<file path="src/design/sprite_line_selector_defines.svh">
`ifndef SPRITE_LINE_SELECTOR_DEFINES_SVH
`define SPRITE_LINE_SELECTOR_DEFINES_SVH

// Check that cons holds in the same cycle as ante.
`define SLS_ASSERT_NOW(lbl, ante, cons, msg) \
  lbl: assert property (@(posedge clk_i) disable iff (!rst_ni) (ante) |-> (cons)) \
    else $error(msg);

// Check that cons holds in the cycle after ante.
`define SLS_ASSERT_NEXT(lbl, ante, cons, msg) \
  lbl: assert property (@(posedge clk_i) disable iff (!rst_ni) (ante) |=> (cons)) \
    else $error(msg);

`endif

</file>
<file path="src/design/sls_pkg.sv">
package sls_pkg;

  typedef struct packed {
    logic [7:0] y;
    logic [7:0] x;
    logic [7:0] tile;
    logic [7:0] attrs;
  } sprite_t;

  localparam int SpriteW = $bits(sprite_t);

  // Compare unit controls from the sequencer
  typedef struct packed {
    logic clear;
    logic vld;
    logic skip;
    logic by_x;
  } pick_ctrl_t;

  localparam logic [7:0] ROW_LIMIT = 8'd160;
  localparam logic [7:0] X_LIMIT   = 8'd168;
  localparam logic [8:0] Y_SPAN    = 9'd16;
  localparam logic [7:0] GAP_SHORT = 8'h08;
  localparam logic [7:0] TILE_MASK = 8'hFE;

  // Configuration register indexes
  localparam logic CFG_TALL  = 1'b0;
  localparam logic CFG_COLOR = 1'b1;

endpackage

</file>
<file path="src/design/sprite_line_selector.sv">
// Sprite line selector. Table entries arrive one beat per cycle together with the
// line being searched; the first MAX_PER_LINE entries that cover the line are
// counted and those with a visible X are stored. The beat flagged last_entry
// starts the output phase, during which no input is taken: for every result one
// compare unit walks all kept sprites through the single read port of the sprite
// RAM in the scan state; the drain and load states follow, and the emit state holds
// the result until out_ready_i takes it. Classic mode emits by descending X, ties
// in falling table order; color mode emits in falling table order. A line with no
// kept sprite gives a single beat with any_sprite_o low and last_sprite_o high.
`include "sprite_line_selector_defines.svh"

module sprite_line_selector import sls_pkg::*; #(
  parameter int MAX_PER_LINE = 10
) (
  input  logic       clk_i,
  input  logic       rst_ni,
  input  logic       cfg_we_i,
  input  logic       cfg_idx_i,
  input  logic       cfg_data_i,
  input  logic       in_valid_i,
  output logic       in_ready_o,
  input  logic [7:0] line_i,
  input  logic [7:0] entry_y_i,
  input  logic [7:0] entry_x_i,
  input  logic [7:0] entry_tile_i,
  input  logic [7:0] entry_attrs_i,
  input  logic       last_entry_i,
  output logic       out_valid_o,
  input  logic       out_ready_i,
  output logic       any_sprite_o,
  output logic [7:0] sprite_y_o,
  output logic [7:0] sprite_x_o,
  output logic [7:0] tile_num_o,
  output logic       bg_priority_o,
  output logic       flip_vertical_o,
  output logic       flip_horizontal_o,
  output logic [2:0] palette_number_o,
  output logic       bank_number_o,
  output logic       last_sprite_o
);

  localparam int IW = (MAX_PER_LINE > 1) ? $clog2(MAX_PER_LINE) : 1;
  localparam int CW = $clog2(MAX_PER_LINE + 1);

  localparam logic [2:0] ST_IDLE  = 3'd0;
  localparam logic [2:0] ST_SCAN  = 3'd1;
  localparam logic [2:0] ST_DRAIN = 3'd2;
  localparam logic [2:0] ST_LOAD  = 3'd3;
  localparam logic [2:0] ST_EMIT  = 3'd4;

  logic [2:0]              state_q, state_d;
  logic                    tall_q, color_q;
  logic [CW-1:0]           kept_q, kept_d, hit_q, hit_d, rem_q, rem_d;
  logic [IW-1:0]           scan_q, scan_d, cmp_idx_q;
  logic                    cmp_vld_q, cmp_vld_d;
  logic [MAX_PER_LINE-1:0] emitted_q, emitted_d;
  logic                    out_valid_q, out_valid_d;
  logic                    load_out, load_empty, ram_we;

  logic       any_q, behind_q, flipv_q, fliph_q, bank_q, last_q;
  logic [7:0] y_q, x_q, tile_q;
  logic [2:0] pal_q;

  logic       in_fire, out_fire, hit, keep;
  logic [7:0] gap, y_top;
  sprite_t    wr_entry, rd_entry, best;
  logic [IW-1:0] best_idx;
  logic       have_best;
  pick_ctrl_t pick_ctrl;

  assign in_ready_o = (state_q == ST_IDLE);
  assign in_fire    = in_valid_i && in_ready_o;
  assign out_fire   = out_valid_q && out_ready_i;

  // Coverage test for this entry
  assign gap   = tall_q ? 8'd0 : GAP_SHORT;
  assign y_top = entry_y_i - gap;
  assign hit   = (hit_q < CW'(MAX_PER_LINE)) && (entry_y_i > gap) &&
                 (entry_y_i < ROW_LIMIT) && (line_i < y_top) &&
                 (({1'b0, line_i} + Y_SPAN) >= {1'b0, entry_y_i});
  assign keep  = hit && (entry_x_i != 8'd0) && (entry_x_i < X_LIMIT) &&
                 (kept_q < CW'(MAX_PER_LINE));

  assign wr_entry.y     = entry_y_i;
  assign wr_entry.x     = entry_x_i;
  assign wr_entry.tile  = tall_q ? (entry_tile_i & TILE_MASK) : entry_tile_i;
  assign wr_entry.attrs = entry_attrs_i;

  always_ff @(posedge clk_i or negedge rst_ni) begin
    if (!rst_ni) begin
      tall_q  <= 1'b0;
      color_q <= 1'b0;
    end else if (cfg_we_i) begin
      case (cfg_idx_i)
        CFG_TALL:  tall_q  <= cfg_data_i;
        CFG_COLOR: color_q <= cfg_data_i;
        default: ;
      endcase
    end
  end

  always_comb begin
    state_d     = state_q;
    kept_d      = kept_q;
    hit_d       = hit_q;
    scan_d      = scan_q;
    rem_d       = rem_q;
    emitted_d   = emitted_q;
    out_valid_d = out_valid_q;
    cmp_vld_d   = 1'b0;
    load_out    = 1'b0;
    load_empty  = 1'b0;
    ram_we      = 1'b0;
    case (state_q)
      ST_IDLE: begin
        if (in_fire) begin
          if (hit) begin
            hit_d = hit_q + CW'(1);
          end
          if (keep) begin
            ram_we = 1'b1;
            kept_d = kept_q + CW'(1);
          end
          if (last_entry_i) begin
            if (kept_d == '0) begin
              load_empty  = 1'b1;
              out_valid_d = 1'b1;
              hit_d       = '0;
              state_d     = ST_EMIT;
            end else begin
              rem_d   = kept_d;
              scan_d  = IW'(kept_d - CW'(1));
              state_d = ST_SCAN;
            end
          end
        end
      end
      ST_SCAN: begin
        // Walk kept slots from the top down, one RAM read a cycle
        cmp_vld_d = 1'b1;
        if (scan_q == '0) begin
          state_d = ST_DRAIN;
        end else begin
          scan_d = scan_q - IW'(1);
        end
      end
      ST_DRAIN: begin
        state_d = ST_LOAD;
      end
      ST_LOAD: begin
        load_out    = 1'b1;
        out_valid_d = 1'b1;
        rem_d       = rem_q - CW'(1);
        emitted_d   = emitted_q | (MAX_PER_LINE'(1) << best_idx);
        state_d     = ST_EMIT;
      end
      ST_EMIT: begin
        if (out_fire) begin
          out_valid_d = 1'b0;
          if (last_q) begin
            kept_d    = '0;
            hit_d     = '0;
            emitted_d = '0;
            state_d   = ST_IDLE;
          end else begin
            scan_d  = IW'(kept_q - CW'(1));
            state_d = ST_SCAN;
          end
        end
      end
      default: begin
        state_d = ST_IDLE;
      end
    endcase
  end

  always_ff @(posedge clk_i or negedge rst_ni) begin
    if (!rst_ni) begin
      state_q     <= ST_IDLE;
      kept_q      <= '0;
      hit_q       <= '0;
      scan_q      <= '0;
      rem_q       <= '0;
      emitted_q   <= '0;
      out_valid_q <= 1'b0;
      cmp_vld_q   <= 1'b0;
      cmp_idx_q   <= '0;
    end else begin
      state_q     <= state_d;
      kept_q      <= kept_d;
      hit_q       <= hit_d;
      scan_q      <= scan_d;
      rem_q       <= rem_d;
      emitted_q   <= emitted_d;
      out_valid_q <= out_valid_d;
      cmp_vld_q   <= cmp_vld_d;
      cmp_idx_q   <= scan_q;
    end
  end

  sls_ram #(
    .WIDTH (SpriteW),
    .DEPTH (MAX_PER_LINE),
    .AW    (IW)
  ) u_ram (
    .clk_i   (clk_i),
    .we_i    (ram_we),
    .waddr_i (kept_q[IW-1:0]),
    .wdata_i (wr_entry),
    .raddr_i (scan_q),
    .rdata_o (rd_entry)
  );

  assign pick_ctrl.clear = (state_q == ST_IDLE) || (state_q == ST_EMIT);
  assign pick_ctrl.vld   = cmp_vld_q;
  assign pick_ctrl.skip  = emitted_q[cmp_idx_q];
  assign pick_ctrl.by_x  = !color_q;

  sls_pick #(
    .IW (IW)
  ) u_pick (
    .clk_i       (clk_i),
    .rst_ni      (rst_ni),
    .ctrl_i      (pick_ctrl),
    .cand_idx_i  (cmp_idx_q),
    .cand_i      (rd_entry),
    .best_idx_o  (best_idx),
    .best_o      (best),
    .have_best_o (have_best)
  );

  always_ff @(posedge clk_i) begin
    if (load_empty) begin
      any_q    <= 1'b0;
      y_q      <= '0;
      x_q      <= '0;
      tile_q   <= '0;
      behind_q <= 1'b0;
      flipv_q  <= 1'b0;
      fliph_q  <= 1'b0;
      pal_q    <= '0;
      bank_q   <= 1'b0;
      last_q   <= 1'b1;
    end else if (load_out) begin
      any_q    <= 1'b1;
      y_q      <= best.y;
      x_q      <= best.x;
      tile_q   <= best.tile;
      behind_q <= best.attrs[7];
      flipv_q  <= best.attrs[6];
      fliph_q  <= best.attrs[5];
      pal_q    <= color_q ? best.attrs[2:0] : {2'b00, best.attrs[4]};
      bank_q   <= color_q ? best.attrs[3] : 1'b0;
      last_q   <= (rem_q == CW'(1));
    end
  end

  assign out_valid_o       = out_valid_q;
  assign any_sprite_o      = any_q;
  assign sprite_y_o        = y_q;
  assign sprite_x_o        = x_q;
  assign tile_num_o        = tile_q;
  assign bg_priority_o     = behind_q;
  assign flip_vertical_o   = flipv_q;
  assign flip_horizontal_o = fliph_q;
  assign palette_number_o  = pal_q;
  assign bank_number_o     = bank_q;
  assign last_sprite_o     = last_q;

  `SLS_ASSERT_NOW(a_no_accept_while_out, in_ready_o, !out_valid_o, "input taken with result pending")
  `SLS_ASSERT_NOW(a_kept_le_hit, 1'b1, kept_q <= hit_q, "more kept sprites than hits")
  `SLS_ASSERT_NOW(a_load_has_best, state_q == ST_LOAD, have_best, "no sprite picked at load")
  `SLS_ASSERT_NEXT(a_more_results, out_fire && !last_q, !in_ready_o && !out_valid_o, "scan ended early")

endmodule

</file>
<file path="src/design/sls_ram.sv">
module sls_ram #(
  parameter int WIDTH = 32,
  parameter int DEPTH = 10,
  parameter int AW    = (DEPTH > 1) ? $clog2(DEPTH) : 1
) (
  input  logic             clk_i,
  input  logic             we_i,
  input  logic [AW-1:0]    waddr_i,
  input  logic [WIDTH-1:0] wdata_i,
  input  logic [AW-1:0]    raddr_i,
  output logic [WIDTH-1:0] rdata_o
);

  logic [WIDTH-1:0] mem_q [DEPTH];
  logic [WIDTH-1:0] rdata_q;

  always_ff @(posedge clk_i) begin
    if (we_i) begin
      mem_q[waddr_i] <= wdata_i;
    end
    rdata_q <= mem_q[raddr_i];
  end

  assign rdata_o = rdata_q;

endmodule

</file>
<file path="src/design/sls_pick.sv">
module sls_pick import sls_pkg::*; #(
  parameter int IW = 4
) (
  input  logic       clk_i,
  input  logic       rst_ni,
  input  pick_ctrl_t ctrl_i,
  input  logic [IW-1:0] cand_idx_i,
  input  sprite_t    cand_i,
  output logic [IW-1:0] best_idx_o,
  output sprite_t    best_o,
  output logic       have_best_o
);

  logic          have_q, have_d;
  logic [IW-1:0] idx_q;
  sprite_t       best_q;
  logic          take;

  // Strict greater keeps the earlier candidate, the higher table slot, on a tie.
  assign take = ctrl_i.vld && !ctrl_i.skip &&
                (!have_q || (ctrl_i.by_x && (cand_i.x > best_q.x)));

  always_comb begin
    have_d = have_q;
    if (ctrl_i.clear) begin
      have_d = 1'b0;
    end else if (take) begin
      have_d = 1'b1;
    end
  end

  always_ff @(posedge clk_i or negedge rst_ni) begin
    if (!rst_ni) begin
      have_q <= 1'b0;
    end else begin
      have_q <= have_d;
    end
  end

  always_ff @(posedge clk_i) begin
    if (take && !ctrl_i.clear) begin
      idx_q  <= cand_idx_i;
      best_q <= cand_i;
    end
  end

  assign best_idx_o  = idx_q;
  assign best_o      = best_q;
  assign have_best_o = have_q;

endmodule

</file>
<file path="config.mk">
export PLATFORM = sky130hd
export DESIGN_NAME = sprite_line_selector
export DESIGN_NICKNAME = d
export VERILOG_FILES = /design/src/design/sls_pkg.sv /design/src/design/sprite_line_selector.sv /design/src/design/sls_ram.sv /design/src/design/sls_pick.sv
export VERILOG_INCLUDE_DIRS = /design/src /design/src/design
export SDC_FILE = /design/constraint.sdc
export NUM_CORES = 1
export LEC_CHECK = 0
export BUFFER_PORTS_ARGS = -buffer_cell sky130_fd_sc_hd__clkbuf_2
export CAP_MARGIN = 20
export CORE_MARGIN = 5
export CORE_UTILIZATION = 25
export CTS_CLUSTER_DIAMETER = 150
export DETAILED_ROUTE_END_ITERATION = 10
export PLACE_DENSITY_LB_ADDON = 0.3
export SLEW_MARGIN = 20
export SYNTH_ARGS = -nofsm -noshare
export SYNTH_HDL_FRONTEND = slang
export SYNTH_SLANG_ARGS = --single-unit
</file>
<file path="constraint.sdc">
create_clock -name clk_i -period 10.7 [get_ports clk_i]
set_clock_uncertainty 0.15 [all_clocks]
set_input_delay 2.675 -clock clk_i [delete_from_list [all_inputs] [get_ports clk_i]]
set_output_delay 2.675 -clock clk_i [all_outputs]
set_load 0.1 [all_outputs]
</file>
* Yosys cells after proc, flatten, opt, wreduce, memory -nomap -nowiden *
Memories as Yosys holds them, arrays and structs flattened. A register that Yosys moved wholly into a read port is not among the register bits.
Cells that the tools add are included.
W data, S select, Z words.

cells by class
  add/subtract/negate cells = 8
  order comparisons = 9
  eq/ne operators = 14
  shift-type cells = 1
  muxes and demuxes = 57
  bitwise operators = 2
  reductions and logical operators = 37

operators by type and width
  operator                number
  $mux W4                 20
  $pmux W4 S2             3
  $mux W1                 21
  $mux W10                2
  $pmux W10 S2            1
  $mux W3                 6
  $lt A8 B8 Y1 const B    2
  $sub A4 B1 Y4 const B   4
  $pmux W3 S5             1
  $logic_and A1 B1 Y1     13
  $ne A2 B2 Y1 const B    6
  $pmux W4 S3             1
  $reduce_and A4 Y1       3
  $or A10 B10 Y10         1
  $shl A1 B4 Y10 const A  1
  $add A8 B5 Y9 const B   1
  $ge A9 B8 Y1            1
  $add A4 B1 Y4 const B   2
  $gt A8 B4 Y1            1
  $gt A8 B8 Y1            1
  $logic_not A4 Y1        2
  $lt A4 B4 Y1 const B    2
  $lt A8 B8 Y1            1
  $reduce_bool A2 Y1      4
  19 further kinds        28

word-level totals
  register bits after elaboration = 107
  memory bits (writable) = 320
  input bits = 48
  output and inout bits = 35
  word-level logic and storage cells = 156
  memories = 1

memory list
  memory       depth  bits a word  rd ports  clocked after memory_dff  wr ports  line           source
  u_ram.mem_q  10     32           1         1                         1         sls_ram.sv:14  logic [WIDTH-1:0] mem_q [DEPTH];

* Depth between registers and ports, before layout *
  word-level depth = 17
  gate-level depth with buffers = 17
  gate-level depth less buffers = 16

* Modules after synthesis *
Synthesis repeated with hierarchy kept, for this count alone.

second synthesis, totals
  cells, all modules = 1205
  area, all modules = 18522.8 µm²

by module, submodules not included
  module                instances  cells an instance  area each (µm²)  seq. area each (µm²)
  sls_ram               1          698                13290.2          10249.8
  sprite_line_selector  1          434                3882.5           1586.5
  sls_pick              1          73                 1350.0           1106.1

* Least setup slack after synthesis *
OpenSTA, ideal clock, no wires.

  path type = input -> register
  start point = input entry_y_i[3]
  end point = memory u_ram.mem_q[2][0] (enable)
  library setup time = 392 ps
  arrival = 5644 ps
  data required time = 10158 ps
  slack = 4514 ps
  cell stages on the path = 13
  buffers on the path = 1
  path through = inv_1 > ha_1 > ha_1 > xnor2_1 > ha_1 > a21o_1 > a21oi_1 > o211ai_1 > nor3_4 > nand2_2 > buf_6 > nor4_1 > and2_1

on the way
  longest elaborated chain between the ends = 13
  elaborated cells on any way between the ends = 17
  classes of those cells = add/sub: 1; order compare: 4; mux: 5; reduce/logical: 7

ends and longest elaborated chain
  item                                                                   line                         source
  start: declaration                                                     sprite_line_selector.sv:23   input logic [7:0] entry_y_i,
  parallel branches: the longest is 4 deep, another holds $sub A8 B4 Y8  -
  $logic_and A1 B1 Y1 (*)                                                sprite_line_selector.sv:79   (entry_y_i < ROW_LIMIT) && (line_i < y_top) &&
  $logic_and A1 B1 Y1 (*) (3 in a row)                                   sprite_line_selector.sv:81   assign keep = hit && (entry_x_i != 8'd0) && (entry_x_i < X_LIMIT) &&
  $mux W1 (*)                                                            sprite_line_selector.sv:120  if (keep) begin
  $mux W1 (*)                                                            sprite_line_selector.sv:116  if (in_fire) begin
  $mux W1 (*)                                                            sprite_line_selector.sv:114  case (state_q)
  $mux W1 (*)                                                            sls_ram.sv:18                if (we_i) begin
  $mux W1 (not written as such) (*)                                      sls_ram.sv:19                mem_q[waddr_i] <= wdata_i;
  end: declaration                                                       sls_ram.sv:14

Mark *: on every way between the ends.

* Worst setup path after layout *
  start point = input entry_y_i[3]
  end point = register pal_q[0], in the netlist palette_number_o[0]

on the way
  longest elaborated chain between the ends = 16
  elaborated cells on any way between the ends = 20
  classes of those cells = add/sub: 1; order compare: 4; mux: 7; reduce/logical: 8

ends and longest elaborated chain
  item                                                                   line                         source
  parallel branches: the longest is 4 deep, another holds $sub A8 B4 Y8  -
  $logic_and A1 B1 Y1 (*)                                                sprite_line_selector.sv:79
  $logic_and A1 B1 Y1 (*) (3 in a row)                                   sprite_line_selector.sv:81
  $mux W4 (*)                                                            sprite_line_selector.sv:120
  $mux W4 (*)                                                            sprite_line_selector.sv:116
  $mux W4 (*)                                                            sprite_line_selector.sv:114
  $logic_not A4 Y1 (*)                                                   sprite_line_selector.sv:125  if (kept_d == '0) begin
  $mux W1 (*)                                                            sprite_line_selector.sv:125
  $mux W1 (*)                                                            sprite_line_selector.sv:124  if (last_entry_i) begin
  $mux W1 (*)                                                            sprite_line_selector.sv:116
  $mux W1 (*)                                                            sprite_line_selector.sv:114
  end signal: assignment                                                 sprite_line_selector.sv:252  pal_q <= color_q ? best.attrs[2:0] : {2'b00, best.attrs[4]};
  end: declaration                                                       sprite_line_selector.sv:62   logic [2:0] pal_q;

Mark *: on every way between the ends. The select of a mux whose other input is x is not followed.
A chain may end at the register's enable or synchronous reset.

==> run_results.csv <==
group,metric,value,unit
timing,rsz0062_at_grt,"false",
floorplanning,core_area,71400,µm²
placed_design,dp_hpwl,25.1,mm
global_routing,grt_pass1_vias,9971,
drt,vias_per_cell,4.36,
power_and_ir_drop,ir_drop,0.111,mV
synthesis,synth_fp_nets,1184,
floorplanning,start_util,0.251,
timing,final-hold-violation-count,0,
synthesis,synth_top_cells_by_count,"edfxtp_1 (356), a21oi_1 (92), nand2_1 (79)",
placed_design,port_buffers,82,
worst_setup_path,critPathArrivalTime,6540,ps
worst_setup_path,path_class,"input port to flop",
timing,slew_headroom,0.328,
clock_network,htree_levels,2,
clock_network,cts_hold_buf,0,
clock_network,path_clk_slew,60,ps
clock_network,cts-root-buf,"clkbuf_16",
drt,initialDrtViolationCount,653,
placed_design,gp_congestion,0.751,
power_and_ir_drop,leakagePower,7.37,nW
worst_setup_path,critPathMostFrequentCell,"ha_1",
clock_network,ctsResizeCount,0,
floorplanning,die_h,278,µm
clock_network,clock_path_buffers,3,
worst_setup_path,crit_chain,"clkbuf_2 > inv_1 > ha_1 > ha_1 > xnor2_1 > ha_1 > a21o_1 > a21oi_1 > o211ai_1 > nor3_4 > nand2_2 > mux2_2 > nor3_4 > buf_4 > a211oi_1",
floorplanning,pin_count,83,
synthesis,synthDistinctLibCells,63,
drt,wl,40.6,mm
timing,setup_violations,0,
clock_network,cts_buffers,49,
global_routing,grt_overflow,0,
drt,wl_per_cell,18.6,µm
timing,worstMarginPinSlew,1010,ps
worst_setup_path,worstReg2RegStart,"tall_q$_DFFE_PN0P_",
hold_path,hold_start,"u_ram.rdata_o[12]$_DFF_P_",
synthesis,yosysSeqAreaShare,0.722,
drt,ant_nets,0,
global_routing,antenna_found_initial,2,
final_layout,num_antenna_cells,0,
synthesis,synth_edf_count,356,
drt,dr_total_vias,9505,
worst_setup_path,crit_path_max_incr_delay,630,ps
synthesis,synth.top_cell.area_share,0.596,
final_layout,drive_above_1_share,0.216,
synthesis,netlist_area,17900,µm²
timing,clock.fmax,159,MHz
synthesis,synthCells,1104,
final_layout,num-nets-final,1273,
floorplanning,fp.dieW,278,µm
clock_network,cts_setup_buffers,0,
worst_setup_path,crit_path_start_kind,"input port",
worst_setup_path,crit_start,"entry_y_i[3]",
clock_network,clock_sinks,459,
final_layout,area_growth,17.8,%
global_routing,grt_start_max_net_pins,68,
synthesis,synth_flop_cell,"edfxtp_1",
worst_setup_path,slowest_stage,"nor3_4",
worst_setup_path,endpoint_kind,"flop",
timing,slew_viol_final,0,
synthesis,synth_seq_cells,459,
synthesis,synth_most_common_cell,"edfxtp_1",
clock_network,clk_latency,580,ps
clock_network,cts_tree,"done",
drt,drt-pass1-iter-count,5,
run,drv_cap,0,
global_routing,grt_pass1_wl,62.1,mm
floorplanning,die_area,77200,µm²
final_layout,n_fill_cell,7121,
global_routing,grt_usage,0.104,
synthesis,avgSynthCellArea,16.2,µm²
drt,drc,0,
synthesis,postSynth.asyncResetShare,0.0828,
synthesis,synth_area_leader_cell,"edfxtp_1",
timing,fin_crit,6280,ps
worst_setup_path,cp_data_required_time,10950,ps
synthesis,ys_top_cells_by_area,"edfxtp_1 (60%), mux4_2 (8.3%), dfxtp_1 (7.3%)",
timing,period_share,0.587,
timing,tns,0,ps
run_status,status,"finished clean",
hold_path,min_path_type,"flop to flop",
worst_setup_path,cp_max_fo,21,
synthesis,yosys_warnings,0,
power_and_ir_drop,power,5.16,mW
power_and_ir_drop,p_per_area,245,nW/µm²
floorplanning,core.rowCount,98,
==> cell usage in the layout, fill, tap and decap left out, types with 36 or more instances in the layout <==
master | synthesis | layout
dfxtp_1 | 65 | 65
mux2i_1 | 38 | 38
mux4_2 | 66 | 66
edfxtp_1 | 356 | 356
inv_1 | 36 | 36
a21oi_1 | 92 | 91
clkbuf_2 | 0 | 82
clkbuf_16 | 0 | 51
nor2b_1 | 40 | 40
nor2_1 | 39 | 39
nand2_1 | 79 | 79
==> stage by stage <==
| stage | std cells | hold slack (ps) | instance area [µm²] | setup WS, ps | utilization |
|---|---|---|---|---|---|
| global placement | 2091 | 239 | 19400 | 3880 | 0.272 |
| CTS | 2181 | 253 | 21100 | 4380 | 0.296 |
| global route | 2182 | 258 | 21100 | 4170 | 0.296 |
| detailed placement | 2091 | 239 | 19400 | 3760 | 0.272 |
| floorplan | 1104 | 202 | 17900 | 4510 | - |
| finish | 2182 | 252 | 21100 | 4420 | 0.296 |
==> power breakdown <==
group	leakage, nW	internal (mW)	switching [mW]
logic	2.35	0.451	0.729
clock network	0.800	1.04	0.681
registers	4.22	2.10	0.163
total	7.37	3.59	1.57
==> flip-flops by register name, indices dropped and copies added, names as in the netlist, 3 cells and up <==
name,flops
scan_q,4
u_ram.rdata_o,32
rem_q,4
palette_number_o,3
cmp_idx_q,4
hit_q,4
sprite_x_o,8
u_ram.mem_q,320
state_q,3
kept_q,4
u_pick.best_idx_o,4
tile_num_o,8
emitted_q,10
sprite_y_o,8
u_pick.best_o,32
==> cell families (layout without fill, tap and decap cells) <==
kind of cell	Yosys count	after routing	share of synthesized area
xor gates and xnor gates	8	8	0.00391
muxes	111	111	0.109
adders and majority gates	32	32	0.0223
and+or+nand+nor	218	218	0.0604
DFF	459	459	0.722
AOI/OAI and AO/OA	187	187	0.0638
buffers and inverters	89	217	0.0190
==> worst paths after layout <==
kind / endpoint / slack [ps] / cells past startpoint
max in group asynchronous: scan_q[0]$_DFFE_PN0P_ / 7980 / 2
worst max-delay path: palette_number_o[0]$_SDFFE_PP0P_ / 4420 / 15
worst max register to register: palette_number_o[0]$_SDFFE_PP0P_ / 6150 / 14
min in group asynchronous: emitted_q[6]$_DFFE_PN0P_ / 2020 / 2
worst min register to register: u_pick.best_o[12]$_DFFE_PP_ / 250 / 0
worst min-delay path: u_pick.best_o[12]$_DFFE_PP_ / 250 / 0
==> critical path: cells and delay by family <==
kind	cells	cell delay, ps
xor gates and xnor gates	1	140
buffers and inverters	3	740
muxes	1	420
and+or+nand+nor	3	1270
adders and majority gates	3	760
AOI/OAI and AO/OA	4	520
==> area by class of cell <==
type,count,area (µm²),area share
Clock inverter,26,265,0.0126
Sequential cell,459,12900,0.613
Multi-Input combinational cell,556,4680,0.222
Clock buffer,64,1400,0.0661
Inverter,36,135,0.00640
Timing Repair Buffer,91,498,0.0236
Tap cell,950,1190,0.0563
==> metal layers <==
metal,up-vias,share of wire,wire (µm),track usage
li1,4453,-,-,-
met1,4781,0.46,18800,0.141
met2,200,0.47,19100,0.169
met3,67,0.044,1780,0.0199
met4,4,0.022,911,0.0300
met5,-,0.00064,26,0
(Power assumes the default switching activity.)
